--- config.mk ---
export PLATFORM = sky130hd
export DESIGN_NAME = audio_peak_rms_level_meter_core
export DESIGN_NICKNAME = d
export VERILOG_FILES = /design/src/sv/lvm_pkg.sv /design/src/sv/audio_peak_rms_level_meter_core.sv /design/src/sv/lvm_front.sv /design/src/sv/lvm_queue.sv /design/src/sv/lvm_divsqrt.sv /design/src/sv/lvm_back.sv
export SDC_FILE = /design/constraint.sdc
export NUM_CORES = 2
export LEC_CHECK = 0
export ABC_AREA = 1
export BUFFER_PORTS_ARGS = -buffer_cell sky130_fd_sc_hd__buf_4
export CAP_MARGIN = 20
export CORE_MARGIN = 1
export CORE_UTILIZATION = 54
export DETAILED_ROUTE_END_ITERATION = 16
export HOLD_SLACK_MARGIN = 0.15
export PLACE_DENSITY = 0.73
export SYNTH_ARGS = -nofsm -noshare
export SYNTH_HDL_FRONTEND = slang
export SYNTH_SLANG_ARGS = --single-unit
--- constraint.sdc ---
create_clock -name clk -period 8.5 [get_ports clk]
set_input_delay 1.7 -clock clk [delete_from_list [all_inputs] [get_ports clk]]
set_output_delay 1.7 -clock clk [all_outputs]
set_load 0.02 [all_outputs]
--- src/sv/lvm_pkg.sv ---
`default_nettype none
package lvm_pkg;

  localparam int CHANNELS   = 2;
  localparam int SAMPLE_W   = 16;
  localparam int MAG_W      = SAMPLE_W - 1;
  localparam int SQ_W       = 2 * MAG_W;
  localparam int SUM_W      = 44;
  localparam int ROOT_W     = SUM_W / 2;
  localparam int GAIN_W     = 16;
  localparam int WIN_W      = 14;
  localparam int ACT_W      = 2;
  localparam int CFG_IDX_W  = 2;
  localparam int CFG_DATA_W = 16;
  localparam int IN_DATA_W  = 2 * SAMPLE_W;
  localparam int OUT_DATA_W = 64;
  localparam int OUT_USED_W = 4 * MAG_W;
  localparam int QUEUE_DEPTH = 4;
  localparam int QUEUE_IDX_W = $clog2(QUEUE_DEPTH);

  localparam logic [MAG_W-1:0] MAG_MAX = {MAG_W{1'b1}};
  localparam logic [SUM_W-1:0] SUM_MAX = {SUM_W{1'b1}};

  localparam logic [CFG_IDX_W-1:0] REG_DECAY_GAIN      = 2'd0;
  localparam logic [CFG_IDX_W-1:0] REG_RMS_WINDOW      = 2'd1;
  localparam logic [CFG_IDX_W-1:0] REG_ACTIVE_CHANNELS = 2'd2;

  localparam logic [GAIN_W-1:0] DECAY_GAIN_RST      = 16'd62259;
  localparam logic [WIN_W-1:0]  RMS_WINDOW_RST      = 14'd2048;
  localparam logic [ACT_W-1:0]  ACTIVE_CHANNELS_RST = 2'd2;

  typedef struct packed {
    logic [CHANNELS-1:0]            active;
    logic                           block_end;
    logic [CHANNELS-1:0][MAG_W-1:0] mag;
  } frame_t;

  typedef struct packed {
    logic                           updated;
    logic [CHANNELS-1:0][MAG_W-1:0] rms;
    logic [CHANNELS-1:0][MAG_W-1:0] peak;
  } result_t;

endpackage
`default_nettype wire

--- src/sv/audio_peak_rms_level_meter_core.sv ---
// Two-channel audio level meter: held peak with per-block decay, windowed RMS.
// Input stream: one frame per transfer, both Q1.15 samples in in_tdata, block
// end on in_tlast. Output stream: one result per input frame, held peaks and
// RMS levels in out_tdata, the RMS refresh flag in out_tuser.
// Configuration: write cfg_wdata to register cfg_addr on any edge with cfg_we
// (0 decay gain, 1 RMS window, 2 active channels); write only while idle.
// Per frame the back end captures it from the queue, squares, accumulates, and on
// a block end updates the held peaks; when the RMS levels then refresh, the shared
// divide/square-root unit runs a divide and a square root per active channel,
// before the result goes to the output register. The back-end sequencer takes no
// new frame until it has handed its result on; a four-entry queue between front
// and back absorbs bursts.
// Reset (rst_n low, synchronous) clears peaks, sums, count and RMS levels,
// restores the register defaults and empties the pipeline.
// When out_tready is low the result holds in the output register; the back
// end stops, the queue fills, and then in_tready drops.
`default_nettype none
module audio_peak_rms_level_meter_core #(
  parameter int MAX_WINDOW = 8192
) (
  input  wire                              clk,
  input  wire                              rst_n,
  input  wire                              in_tvalid,
  output logic                             in_tready,
  input  wire [lvm_pkg::IN_DATA_W-1:0]     in_tdata,   // sample_ch0, sample_ch1
  input  wire                              in_tlast,
  output logic                             out_tvalid,
  input  wire                              out_tready,
  output logic [lvm_pkg::OUT_DATA_W-1:0]   out_tdata,  // peak_ch0, peak_ch1, rms_ch0, rms_ch1
  output logic                             out_tuser,  // rms_updated
  input  wire                              cfg_we,
  input  wire [lvm_pkg::CFG_IDX_W-1:0]     cfg_addr,
  input  wire [lvm_pkg::CFG_DATA_W-1:0]    cfg_wdata
);
  import lvm_pkg::*;

  logic [GAIN_W-1:0] decay_gain_r;
  logic [WIN_W-1:0]  rms_window_r;
  logic [ACT_W-1:0]  active_channels_r;

  logic    push_valid;
  logic    push_ready;
  frame_t  push_frame;
  logic    pop_valid;
  logic    pop_ready;
  frame_t  pop_frame;
  result_t res_data;

  always_ff @(posedge clk) begin
    if (!rst_n) begin
      decay_gain_r      <= DECAY_GAIN_RST;
      rms_window_r      <= RMS_WINDOW_RST;
      active_channels_r <= ACTIVE_CHANNELS_RST;
    end else if (cfg_we) begin
      case (cfg_addr)
        REG_DECAY_GAIN:      decay_gain_r      <= cfg_wdata[GAIN_W-1:0];
        REG_RMS_WINDOW:      rms_window_r      <= cfg_wdata[WIN_W-1:0];
        REG_ACTIVE_CHANNELS: active_channels_r <= cfg_wdata[ACT_W-1:0];
        default: ;
      endcase
    end
  end

  lvm_front u_front (
    .clk             (clk),
    .rst_n           (rst_n),
    .in_valid        (in_tvalid),
    .in_ready        (in_tready),
    .sample_ch0      (in_tdata[SAMPLE_W-1:0]),
    .sample_ch1      (in_tdata[2*SAMPLE_W-1:SAMPLE_W]),
    .block_end       (in_tlast),
    .active_channels (active_channels_r),
    .push_valid      (push_valid),
    .push_ready      (push_ready),
    .push_frame      (push_frame)
  );

  lvm_queue u_queue (
    .clk        (clk),
    .rst_n      (rst_n),
    .push_valid (push_valid),
    .push_ready (push_ready),
    .push_frame (push_frame),
    .pop_valid  (pop_valid),
    .pop_ready  (pop_ready),
    .pop_frame  (pop_frame)
  );

  lvm_back #(
    .MAX_WINDOW (MAX_WINDOW)
  ) u_back (
    .clk        (clk),
    .rst_n      (rst_n),
    .pop_valid  (pop_valid),
    .pop_ready  (pop_ready),
    .pop_frame  (pop_frame),
    .decay_gain (decay_gain_r),
    .rms_window (rms_window_r),
    .res_valid  (out_tvalid),
    .res_ready  (out_tready),
    .res_data   (res_data)
  );

  assign out_tdata = {(OUT_DATA_W - OUT_USED_W)'(0), res_data.rms, res_data.peak};
  assign out_tuser = res_data.updated;

endmodule
`default_nettype wire

--- src/sv/lvm_front.sv ---
`default_nettype none
module lvm_front (
  input  wire                         clk,
  input  wire                         rst_n,
  input  wire                         in_valid,
  output logic                        in_ready,
  input  wire [lvm_pkg::SAMPLE_W-1:0] sample_ch0,
  input  wire [lvm_pkg::SAMPLE_W-1:0] sample_ch1,
  input  wire                         block_end,
  input  wire [lvm_pkg::ACT_W-1:0]    active_channels,
  output logic                        push_valid,
  input  wire                         push_ready,
  output lvm_pkg::frame_t             push_frame
);
  import lvm_pkg::*;

  logic   vld_r;
  frame_t frame_r;
  frame_t frame_nxt;

  function automatic logic [MAG_W-1:0] magnitude(input logic [SAMPLE_W-1:0] s);
    logic [SAMPLE_W-1:0] neg;
    neg = ~s + SAMPLE_W'(1);
    if (!s[SAMPLE_W-1]) begin
      return s[MAG_W-1:0];
    end else if (neg[SAMPLE_W-1]) begin
      return MAG_MAX;
    end else begin
      return neg[MAG_W-1:0];
    end
  endfunction

  // channel 0 always metered; channel 1 when two or more are requested
  always_comb begin
    frame_nxt.active    = {active_channels[1], 1'b1};
    frame_nxt.block_end = block_end;
    frame_nxt.mag[0]    = magnitude(sample_ch0);
    frame_nxt.mag[1]    = active_channels[1] ? magnitude(sample_ch1) : '0;
  end

  assign in_ready   = !vld_r || push_ready;
  assign push_valid = vld_r;
  assign push_frame = frame_r;

  always_ff @(posedge clk) begin
    if (!rst_n) begin
      vld_r <= 1'b0;
    end else if (in_ready) begin
      vld_r <= in_valid;
    end
  end

  always_ff @(posedge clk) begin
    if (in_valid && in_ready) begin
      frame_r <= frame_nxt;
    end
  end

endmodule
`default_nettype wire

--- src/sv/lvm_queue.sv ---
`default_nettype none
module lvm_queue (
  input  wire             clk,
  input  wire             rst_n,
  input  wire             push_valid,
  output logic            push_ready,
  input  lvm_pkg::frame_t push_frame,
  output logic            pop_valid,
  input  wire             pop_ready,
  output lvm_pkg::frame_t pop_frame
);
  import lvm_pkg::*;

  frame_t                 mem_r [QUEUE_DEPTH];
  logic [QUEUE_IDX_W-1:0] wr_ptr_r;
  logic [QUEUE_IDX_W-1:0] rd_ptr_r;
  logic [QUEUE_IDX_W:0]   cnt_r;
  logic                   push;
  logic                   pop;

  assign push_ready = cnt_r != (QUEUE_IDX_W + 1)'(QUEUE_DEPTH);
  assign pop_valid  = cnt_r != '0;
  assign pop_frame  = mem_r[rd_ptr_r];
  assign push       = push_valid && push_ready;
  assign pop        = pop_valid && pop_ready;

  always_ff @(posedge clk) begin
    if (!rst_n) begin
      wr_ptr_r <= '0;
      rd_ptr_r <= '0;
      cnt_r    <= '0;
    end else begin
      if (push) begin
        wr_ptr_r <= wr_ptr_r + QUEUE_IDX_W'(1);
      end
      if (pop) begin
        rd_ptr_r <= rd_ptr_r + QUEUE_IDX_W'(1);
      end
      if (push && !pop) begin
        cnt_r <= cnt_r + (QUEUE_IDX_W + 1)'(1);
      end else if (pop && !push) begin
        cnt_r <= cnt_r - (QUEUE_IDX_W + 1)'(1);
      end
    end
  end

  always_ff @(posedge clk) begin
    if (push) begin
      mem_r[wr_ptr_r] <= push_frame;
    end
  end

endmodule
`default_nettype wire

--- src/sv/lvm_divsqrt.sv ---
`default_nettype none
module lvm_divsqrt #(
  parameter int CNT_W = 14
) (
  input  wire                        clk,
  input  wire                        rst_n,
  input  wire                        start,
  input  wire [lvm_pkg::SUM_W-1:0]   dividend,
  input  wire [CNT_W-1:0]            divisor,
  output logic                       done,
  output logic [lvm_pkg::MAG_W-1:0]  result
);
  import lvm_pkg::*;

  localparam int STEP_W = $clog2(SUM_W);

  typedef enum logic [2:0] {
    U_IDLE = 3'b001,
    U_DIV  = 3'b010,
    U_SQRT = 3'b100
  } ustate_t;

  ustate_t             state_r;
  logic [STEP_W-1:0]   step_r;
  logic [CNT_W-1:0]    div_r;
  logic [CNT_W-1:0]    rem_r;
  logic [SUM_W-1:0]    quo_r;
  logic [ROOT_W+1:0]   r_r;
  logic [ROOT_W-1:0]   q_r;
  logic                done_r;
  logic [MAG_W-1:0]    result_r;

  logic [CNT_W:0]      d_trial;
  logic                d_ge;
  logic [CNT_W:0]      d_diff;
  logic [ROOT_W+3:0]   s_trial;
  logic [ROOT_W+3:0]   s_test;
  logic                s_ge;
  logic [ROOT_W+3:0]   s_diff;
  logic [ROOT_W+1:0]   r_nxt;
  logic [ROOT_W-1:0]   q_nxt;

  always_comb begin
    d_trial = {rem_r, quo_r[SUM_W-1]};
    d_ge    = d_trial >= {1'b0, div_r};
    d_diff  = d_trial - {1'b0, div_r};
    s_trial = {r_r, quo_r[SUM_W-1:SUM_W-2]};
    s_test  = (ROOT_W + 4)'({q_r, 2'b01});
    s_ge    = s_trial >= s_test;
    s_diff  = s_trial - s_test;
    r_nxt   = s_ge ? s_diff[ROOT_W+1:0] : s_trial[ROOT_W+1:0];
    q_nxt   = {q_r[ROOT_W-2:0], s_ge};
  end

  assign done   = done_r;
  assign result = result_r;

  always_ff @(posedge clk) begin
    if (!rst_n) begin
      state_r <= U_IDLE;
      done_r  <= 1'b0;
    end else begin
      done_r <= 1'b0;
      unique case (state_r)
        U_IDLE: begin
          if (start) begin
            state_r <= U_DIV;
          end
        end
        U_DIV: begin
          if (step_r == STEP_W'(SUM_W - 1)) begin
            state_r <= U_SQRT;
          end
        end
        U_SQRT: begin
          if (step_r == STEP_W'(ROOT_W - 1)) begin
            state_r <= U_IDLE;
            done_r  <= 1'b1;
          end
        end
        default: state_r <= U_IDLE;
      endcase
    end
  end

  always_ff @(posedge clk) begin
    unique case (state_r)
      U_IDLE: begin
        step_r <= '0;
        div_r  <= divisor;
        rem_r  <= '0;
        quo_r  <= dividend;
      end
      U_DIV: begin
        rem_r <= d_ge ? d_diff[CNT_W-1:0] : d_trial[CNT_W-1:0];
        quo_r <= {quo_r[SUM_W-2:0], d_ge};
        r_r   <= '0;
        q_r   <= '0;
        step_r <= (step_r == STEP_W'(SUM_W - 1)) ? '0 : step_r + STEP_W'(1);
      end
      U_SQRT: begin
        r_r    <= r_nxt;
        q_r    <= q_nxt;
        quo_r  <= {quo_r[SUM_W-3:0], 2'b00};
        step_r <= step_r + STEP_W'(1);
        if (q_nxt > ROOT_W'(MAG_MAX)) begin
          result_r <= MAG_MAX;
        end else begin
          result_r <= q_nxt[MAG_W-1:0];
        end
      end
      default: step_r <= '0;
    endcase
  end

endmodule
`default_nettype wire

--- src/sv/lvm_back.sv ---
`default_nettype none
module lvm_back #(
  parameter int MAX_WINDOW = 8192
) (
  input  wire                        clk,
  input  wire                        rst_n,
  input  wire                        pop_valid,
  output logic                       pop_ready,
  input  lvm_pkg::frame_t            pop_frame,
  input  wire [lvm_pkg::GAIN_W-1:0]  decay_gain,
  input  wire [lvm_pkg::WIN_W-1:0]   rms_window,
  output logic                       res_valid,
  input  wire                        res_ready,
  output lvm_pkg::result_t           res_data
);
  import lvm_pkg::*;

  localparam int CNT_W = $clog2(2 * MAX_WINDOW);
  localparam int CW    = (CNT_W > WIN_W) ? CNT_W : WIN_W;
  localparam int PRD_W = MAG_W + GAIN_W;
  localparam logic [CNT_W-1:0] COUNT_MAX = CNT_W'(2 * MAX_WINDOW - 1);

  typedef enum logic [6:0] {
    S_IDLE      = 7'b0000001,
    S_SQ        = 7'b0000010,
    S_ACC       = 7'b0000100,
    S_PEAK      = 7'b0001000,
    S_RMS_START = 7'b0010000,
    S_RMS_WAIT  = 7'b0100000,
    S_OUT       = 7'b1000000
  } state_t;

  state_t                          state_r;
  state_t                          state_nxt;
  frame_t                          cur_r;
  logic [CHANNELS-1:0][SQ_W-1:0]   sq_r;
  logic [CHANNELS-1:0][SUM_W-1:0]  sum_r;
  logic [CHANNELS-1:0][MAG_W-1:0]  blk_r;
  logic [CHANNELS-1:0][MAG_W-1:0]  held_r;
  logic [CHANNELS-1:0][MAG_W-1:0]  rms_r;
  logic [CNT_W-1:0]                cnt_r;
  logic                            ch_r;
  logic                            upd_r;
  logic                            res_valid_r;
  result_t                         res_r;

  logic [CHANNELS-1:0][SUM_W:0]    sum_ext;
  logic [CHANNELS-1:0][PRD_W-1:0]  prod;
  logic [CW-1:0]                   win;
  logic                            refresh;
  logic                            out_free;
  logic                            unit_start;
  logic                            unit_done;
  logic [MAG_W-1:0]                unit_result;

  always_comb begin
    for (int c = 0; c < CHANNELS; c++) begin
      sum_ext[c] = {1'b0, sum_r[c]} + (SUM_W + 1)'(sq_r[c]);
      prod[c]    = PRD_W'(held_r[c]) * PRD_W'(decay_gain);
    end
    if (rms_window == '0) begin
      win = CW'(1);
    end else if (CW'(rms_window) > CW'(MAX_WINDOW)) begin
      win = CW'(MAX_WINDOW);
    end else begin
      win = CW'(rms_window);
    end
    refresh = CW'(cnt_r) >= win;
  end

  assign out_free   = !res_valid_r || res_ready;
  assign pop_ready  = state_r == S_IDLE;
  assign unit_start = state_r == S_RMS_START;
  assign res_valid  = res_valid_r;
  assign res_data   = res_r;

  always_comb begin
    state_nxt = state_r;
    unique case (state_r)
      S_IDLE:      if (pop_valid) state_nxt = S_SQ;
      S_SQ:        state_nxt = S_ACC;
      S_ACC:       state_nxt = cur_r.block_end ? S_PEAK : S_OUT;
      S_PEAK:      state_nxt = refresh ? S_RMS_START : S_OUT;
      S_RMS_START: state_nxt = S_RMS_WAIT;
      S_RMS_WAIT: begin
        if (unit_done) begin
          state_nxt = (!ch_r && cur_r.active[1]) ? S_RMS_START : S_OUT;
        end
      end
      S_OUT:       if (out_free) state_nxt = S_IDLE;
      default:     state_nxt = S_IDLE;
    endcase
  end

  lvm_divsqrt #(
    .CNT_W (CNT_W)
  ) u_divsqrt (
    .clk      (clk),
    .rst_n    (rst_n),
    .start    (unit_start),
    .dividend (sum_r[ch_r]),
    .divisor  (cnt_r),
    .done     (unit_done),
    .result   (unit_result)
  );

  always_ff @(posedge clk) begin
    if (!rst_n) begin
      state_r     <= S_IDLE;
      res_valid_r <= 1'b0;
      sum_r       <= '0;
      blk_r       <= '0;
      held_r      <= '0;
      rms_r       <= '0;
      cnt_r       <= '0;
      ch_r        <= 1'b0;
      upd_r       <= 1'b0;
    end else begin
      state_r <= state_nxt;
      if (state_r == S_OUT && out_free) begin
        res_valid_r <= 1'b1;
      end else if (res_ready) begin
        res_valid_r <= 1'b0;
      end
      unique case (state_r)
        S_ACC: begin
          upd_r <= 1'b0;
          ch_r  <= 1'b0;
          for (int c = 0; c < CHANNELS; c++) begin
            if (cur_r.mag[c] > blk_r[c]) begin
              blk_r[c] <= cur_r.mag[c];
            end
            sum_r[c] <= sum_ext[c][SUM_W] ? SUM_MAX : sum_ext[c][SUM_W-1:0];
          end
          if (cnt_r != COUNT_MAX) begin
            cnt_r <= cnt_r + CNT_W'(1);
          end
        end
        S_PEAK: begin
          for (int c = 0; c < CHANNELS; c++) begin
            if (cur_r.active[c]) begin
              held_r[c] <= (blk_r[c] > held_r[c]) ? blk_r[c] : prod[c][PRD_W-1:GAIN_W];
            end
          end
          blk_r <= '0;
        end
        S_RMS_WAIT: begin
          if (unit_done) begin
            rms_r[ch_r] <= unit_result;
            if (!ch_r && cur_r.active[1]) begin
              ch_r <= 1'b1;
            end else begin
              sum_r <= '0;
              cnt_r <= '0;
              upd_r <= 1'b1;
            end
          end
        end
        default: ;
      endcase
    end
  end

  always_ff @(posedge clk) begin
    if (state_r == S_IDLE && pop_valid) begin
      cur_r <= pop_frame;
    end
    if (state_r == S_SQ) begin
      for (int c = 0; c < CHANNELS; c++) begin
        sq_r[c] <= SQ_W'(cur_r.mag[c]) * SQ_W'(cur_r.mag[c]);
      end
    end
    if (state_r == S_OUT && out_free) begin
      res_r.updated <= upd_r;
      res_r.rms     <= rms_r;
      res_r.peak    <= held_r;
    end
  end

endmodule
`default_nettype wire

Yosys cells after proc, flatten, opt, wreduce, memory -nomap -nowiden:

Memories as Yosys holds them, arrays and structs flattened. A register that Yosys moved wholly into a read port is not among the register bits.
Cells that the tools add are included.

* $add $sub $neg: 12
* multiply operators: 4
* $lt $le $gt $ge: 11
* equal/unequal tests: 27
* multiplexer cells: 57
* bitwise gates (word level): 2
* reduce and logical (&&, ||, !) cells: 39

Operators with widths (number)
* 2-to-1 mux 44 bit: 4
* 2-to-1 mux 88 bit: 2
* one-hot mux 88 bit (2 select lines): 1
* 2-to-1 mux 15 bit: 9
* one-hot mux 44 bit (3 select lines): 1
* adder 44 x 30 -> 45 bit: 2
* 2-to-1 mux 14 bit: 6
* multiplier 15 x 16 -> 31 bit: 2
* > comparator 15 bit: 4
* multiplier 15 x 15 -> 30 bit: 2
* one-hot mux 30 bit (2 select lines): 1
* one-hot mux 14 bit (2 select lines): 2
* one-hot mux 7 bit (7 select lines): 1
* one-hot mux 24 bit (2 select lines): 1
* one-hot mux 22 bit (2 select lines): 1
* 2-to-1 mux 7 bit: 6
* adder 16 x 1 -> 16 bit (second input constant): 2
* inverter 16 bit: 2
* bitwise mux 30 bit: 1
* >= comparator 26 x 24 -> 1 bit: 1
* 2-to-1 mux 24 bit: 1
* subtractor 24 bit: 1
* > comparator 22 x 15 -> 1 bit (second input constant): 1
* AND reduction 2 bit: 9
* 45 further kinds: 89

* register bits: 540
* bits in writable memories: 128
* bits of input ports: 56
* output and inout port bits: 67
* word-level logic and storage cells: 194
* memories: 1

Memories
* u_queue.mem_r: words 4, bits a word 32, rd ports 1, clocked after Yosys merged registers in 1, wr ports 1, line lvm_queue.sv:14 `frame_t mem_r [QUEUE_DEPTH];`

Logic depth before layout (Yosys ltp):

* word-level depth: 6
* depth in mapped cells: 31
* gate-level depth less buffers: 29

Modules after synthesis:

From an unflattened synthesis, not the netlist that was laid out.

* cells, all modules: 9002
* area, all modules: 68794.7 um^2

By module, submodules not included
* lvm_back: instances 1, cells an instance 7045, area an instance 51071.5 um^2
* lvm_divsqrt: instances 1, cells an instance 1130, area an instance 8954.8 um^2
* lvm_queue: instances 1, cells an instance 387, area an instance 5403.9 um^2
* lvm_front: instances 1, cells an instance 251, area an instance 2044.5 um^2
* audio_peak_rms_level_meter_core: instances 1, cells an instance 189, area an instance 1320.0 um^2

Least setup slack after synthesis:

No wires, ideal clock.

* kind: reg-to-reg
* start: register u_back.state_r[2]
* end: register u_back.state_r[6]
* setup time: 0.070 ns
* arrival: 6.998 ns
* slack: 1.432 ns
* cell stages (with the launch flop): 10
* cell sequence: dfxtp_1 nor2_1 inv_1 nor4_1 inv_1 nand3_1 nand2_1 inv_1 o21ai_0 a21oi_1

* longest elaborated chain between the ends: 3
* elaborated cells between the ends (all ways): 12
* those cells by class: 10 x eq/ne; 1 x mux; 1 x reduce/logical

Ends and longest elaborated chain
* from (decl): line lvm_back.sv:33 `state_t state_r;`
* from (signal assigned): line lvm_back.sv:119 `state_r <= state_nxt;`
* equality test 7 bit (tied with other cells): line lvm_back.sv:79 `unique case (state_r)`
* inequality test 2 x 1 -> 1 bit (no source line) / inequality test 2 bit (equally long branches)
* AND reduction 3 bit (no source line)

Several ways; a longest one is shown, not always the timed one.
A chain may end at the register's enable or synchronous reset.

Worst setup path in the final report:

* start: register decay_gain_r[7]
* end: register u_back.held_r[22] in the netlist's numbering

* longest elaborated chain between the ends: 2

Ends and longest elaborated chain
* from (decl): line audio_peak_rms_level_meter_core.sv:37 `logic [GAIN_W-1:0] decay_gain_r;`
* from (signal assigned): line audio_peak_rms_level_meter_core.sv:56 `REG_DECAY_GAIN: decay_gain_r <= cfg_wdata[GAIN_W-1:0];`
* multiplier 15 x 16 -> 31 bit: line lvm_back.sv:59 `prod[c] = PRD_W'(held_r[c]) * PRD_W'(decay_gain);`
* 2-to-1 mux 15 bit: line lvm_back.sv:142 `held_r[c] <= (blk_r[c] > held_r[c]) ? blk_r[c] : prod[c][PRD_W-1:GAIN_W];`
* to (signal, indexed assignment): line lvm_back.sv:142
* to (decl): line lvm_back.sv:39 `logic [CHANNELS-1:0][MAG_W-1:0] held_r;`

Every way passes these cells.

==> impl_metrics.json <==
{
  "syn-cell-area_sq_um": 66700,
  "clock_path_buffers": 3,
  "hold-path-endpoint": "u_back.res_data[53]",
  "layout.nets": 9731,
  "critPathArrivalTime_ns": 6.97,
  "synth_seq_cells": 695,
  "antenna_found_initial": 2,
  "tightest_slew_ns": 1.17,
  "r2r-start": "decay_gain_r[7]",
  "routabilityCongestion": 0.971,
  "synth_edf_count": 444,
  "ant_nets": 0,
  "hold_path_class": "reg2reg",
  "fmax_ghz": 0.157,
  "ios": 123,
  "synth.area.top_cells": "edfxtp_1 (20%), fa_1 (19%), nand2_1 (12%)",
  "die_h_um": 353,
  "start_kind": "flop",
  "skew_ns": 0.0362,
  "yosysTopAreaCell": "edfxtp_1",
  "slew_violations": 0,
  "ys_types": 68,
  "grt_max_degree": 71,
  "filler_cell_count": 11100,
  "overflow": 0,
  "numCtsBuffers": 78,
  "worst_path_largest_cell_delay_ns": 0.85,
  "clk_transition_reported_paths_ns": 0.07,
  "viasPerCell": 5.34,
  "wirelength_um": 174000,
  "post-route-min-period_ns": 6.38,
  "portBuffers": 118,
  "rsz0062_at_grt": "false",
  "reg2reg_slack_ns": 2.12,
  "drcViolationCount": 0,
  "dieArea_sq_um": 125000,
  "crit_path_end_kind": "flop",
  "post_cts_buffers": 0,
  "cts_tree": "built",
  "cp_common_cell": "fa_1",
  "reg2reg_depth": 22,
  "htreeDepth": 3,
  "synth_top_area_share_pct": 20.0,
  "path_cells": "buf_4, nand2_1, fa_1, inv_1, fa_1, fa_1, fa_1, fa_1, inv_1, fa_1, inv_1, ha_1, nand2_1, nor2_1, nand3_1, nor2_1, nand3_1, nand3b_1, nand2_1, nand3_1, nand2_1, a21oi_1",
  "ctsResizeCount": 0,
  "cp_max_fo": 16,
  "setup_violations": 0,
  "detail_route.first_pass.iterations": 7,
  "fin_tns_setup_ns": 0,
  "synthArstFlopShare_pct": 0,
  "root_buffer": "clkbuf_16",
  "start_util_pct": 54.6,
  "ys_warn_count": 0,
  "fin_crit_sh_pct": 75.1,
  "min_from": "u_back.rms_r[23]",
  "crit_slowest_cell": "dfxtp_1",
  "crit_type": "reg2reg",
  "critPathRequiredTime_ns": 9.09,
  "synthFlopType": "edfxtp_1",
  "grt_pass1_wl_um": 283000,
  "drv_cap": 0,
  "reg2reg_to": "u_back.held_r[22]",
  "vias": 54300,
  "holdPathStages": 0,
  "muxShareOfSynthArea_pct": 0,
  "seq_area_frac_synth_pct": 27.5,
  "grt_pass1_vias": 54600,
  "drt-initial-drc-count": 3629,
  "grtUsageTotal_pct": 28.1,
  "cts_hold_buffers": 0,
  "die_width_um": 353,
  "synth-compound-area-share_pct": 8.32,
  "yosys.area_share.simple_pct": 20.1,
  "hold_viol": 0,
  "synthCells": 8515,
  "clock_latency_ns": 0.68,
  "synth_top_family_by_area": "adder cells",
  "coreArea_sq_um": 122000,
  "clkSinkCount": 695,
  "area.growth.synth_to_final_pct": 7.50,
  "relSlewSlack_pct": 21.8,
  "wl_per_cell_um": 17.1,
  "num_rows": 128,
  "synth_xor_xnor_area_share_pct": 1.79,
  "postSynthAreaPerCell_sq_um": 7.83,
  "synth_fa_ha_area_share_pct": 29.3,
  "status": "finished, final reports clean",
  "final_layout_size_suffix_gt1_share_pct": 5.07,
  "dp_hpwl_um": 133000
}
logic make-up (layout without fill, tap and decap cells):
kind of cell    count (synthesis)  in the layout
simple gates                 3262           3262
other cells                     1              5
xor+xnor                      136            136
fa+ha+maj                    1181           1181
buf+inv                      2259           2297
compound gates                981            981
flops                         695            695
cells in the final DEF (no fill, tap or decap), types with 21 or more instances in the layout:
cell type  Yosys  layout
a21oi_1      410     410
a31oi_1       51      50
buf_4          9     181
clkbuf_16      0      78
dfxtp_1      251     250
edfxtp_1     444     444
fa_1         634     634
ha_1         547     547
inv_1       1956    1953
nand2_1     2107    2107
nand3_1      349     348
nand3b_1      21      21
nand4_1       60      60
nor2_1       532     526
nor3_1        80      79
o211ai_1      48      48
o21ai_0      286     286
o21ai_1       29      29
o21bai_1      21      21
o221ai_1      43      43
o22ai_1       38      38
or2_2         47      47
xnor2_1       69      69
xor2_1        67      67
metrics by stage:
step | cell area [sq um] | std cells | utilization (%) | hold WS [ns] | worst slack (ns)
after floorplan | 66700 | 8518 | - | 0.403 | 1.43
after global placement | 68900 | 10000 | 56.4 | 0.415 | 2.27
after detailed placement | 68900 | 10000 | 56.4 | 0.414 | 2.21
after CTS | 71600 | 10200 | 58.6 | 0.426 | 2.17
after global routing | 71700 | 10200 | 58.7 | 0.436 | 1.74
final | 71700 | 10200 | 58.7 | 0.427 | 2.12
area by class of cell:
type | count | area (sq um) | area share (%)
well taps | 1625 | 2030 | 2.84
inverters | 1968 | 7390 | 10.3
flip-flops and latches | 695 | 18400 | 25.6
diodes | 1 | 2.50 | 0.00349
clock buffers | 102 | 2110 | 2.95
multi-input cells | 5564 | 39800 | 55.5
repair buffers | 187 | 1510 | 2.10
clock inverters | 40 | 502 | 0.700
cells in the mapped netlist, types with 3 or more instances:
| cell | instances |
|---|---|
| nand2_1 | 2107 |
| inv_1 | 1956 |
| fa_1 | 634 |
| ha_1 | 547 |
| nor2_1 | 532 |
| edfxtp_1 | 444 |
| a21oi_1 | 410 |
| nand3_1 | 349 |
| o21ai_0 | 286 |
| dfxtp_1 | 251 |
| clkbuf_1 | 224 |
| nor3_1 | 80 |
| xnor2_1 | 69 |
| xor2_1 | 67 |
| nand4_1 | 60 |
| a31oi_1 | 51 |
| o211ai_1 | 48 |
| or2_2 | 47 |
| o221ai_1 | 43 |
| o22ai_1 | 38 |
| buf_2 | 32 |
| o21ai_1 | 29 |
| nand3b_1 | 21 |
| o21bai_1 | 21 |
| a21o_1 | 19 |
| nor4_1 | 15 |
| buf_6 | 14 |
| buf_1 | 12 |
| nand2_2 | 10 |
| nor2_2 | 10 |
| buf_4 | 9 |
| inv_2 | 9 |
| nand3_2 | 8 |
| o31ai_1 | 7 |
| o21a_1 | 6 |
| a211oi_1 | 4 |
| nor3_2 | 4 |
| a21boi_0 | 3 |
| nor2_4 | 3 |
registers in the layout, summed over array words and instances (netlist names), 16 cells and up:
name / count
decay_gain_r: 16
u_back.blk_r: 30
u_back.cur_r: 32
u_back.held_r: 30
u_back.res_data: 61
u_back.rms_r: 30
u_back.sq_r: 58
u_back.sum_r: 88
u_back.u_divsqrt.q_r: 22
u_back.u_divsqrt.quo_r: 44
u_back.u_divsqrt.r_r: 24
u_front.push_frame: 32
u_queue.mem_r: 128
how the worst max path moves through the flow:
stage	startpoint	to	slack, ns	cells past startpoint
after floorplan	u_back.state_r[2]	u_back.state_r[6]	1.43	9
after detailed placement	decay_gain_r[7]	u_back.held_r[28]	2.21	22
after global placement	decay_gain_r[7]	u_back.held_r[28]	2.27	22
final	decay_gain_r[7]	u_back.held_r[22]	2.12	22
after CTS	decay_gain_r[7]	u_back.held_r[22]	2.17	22
after global routing	decay_gain_r[1]	u_back.held_r[25]	1.74	22
worst max-delay path, delay by kind of cell (launching register included):
family	cells	cell delay, ns
adder cells (fa/ha/maj)	7	3.57
AND/OR/NAND/NOR	10	1.21
buffers and inverters	4	0.55
flip-flops	1	0.85
AO/OA/AOI/OAI	1	0.12
metal layers:
layer,track usage [%],part of all wire (%),vias up
met5,0,0.0057,-
met1,38.1,44,26100
met2,47.2,47,1655
met3,3.96,6.6,265
li1,-,-,26300
met4,7.26,2.3,2
Power is left out: the tool's default activity adds up to more than one toggle a clock period on the data nets, which glitch-free logic cannot reach.
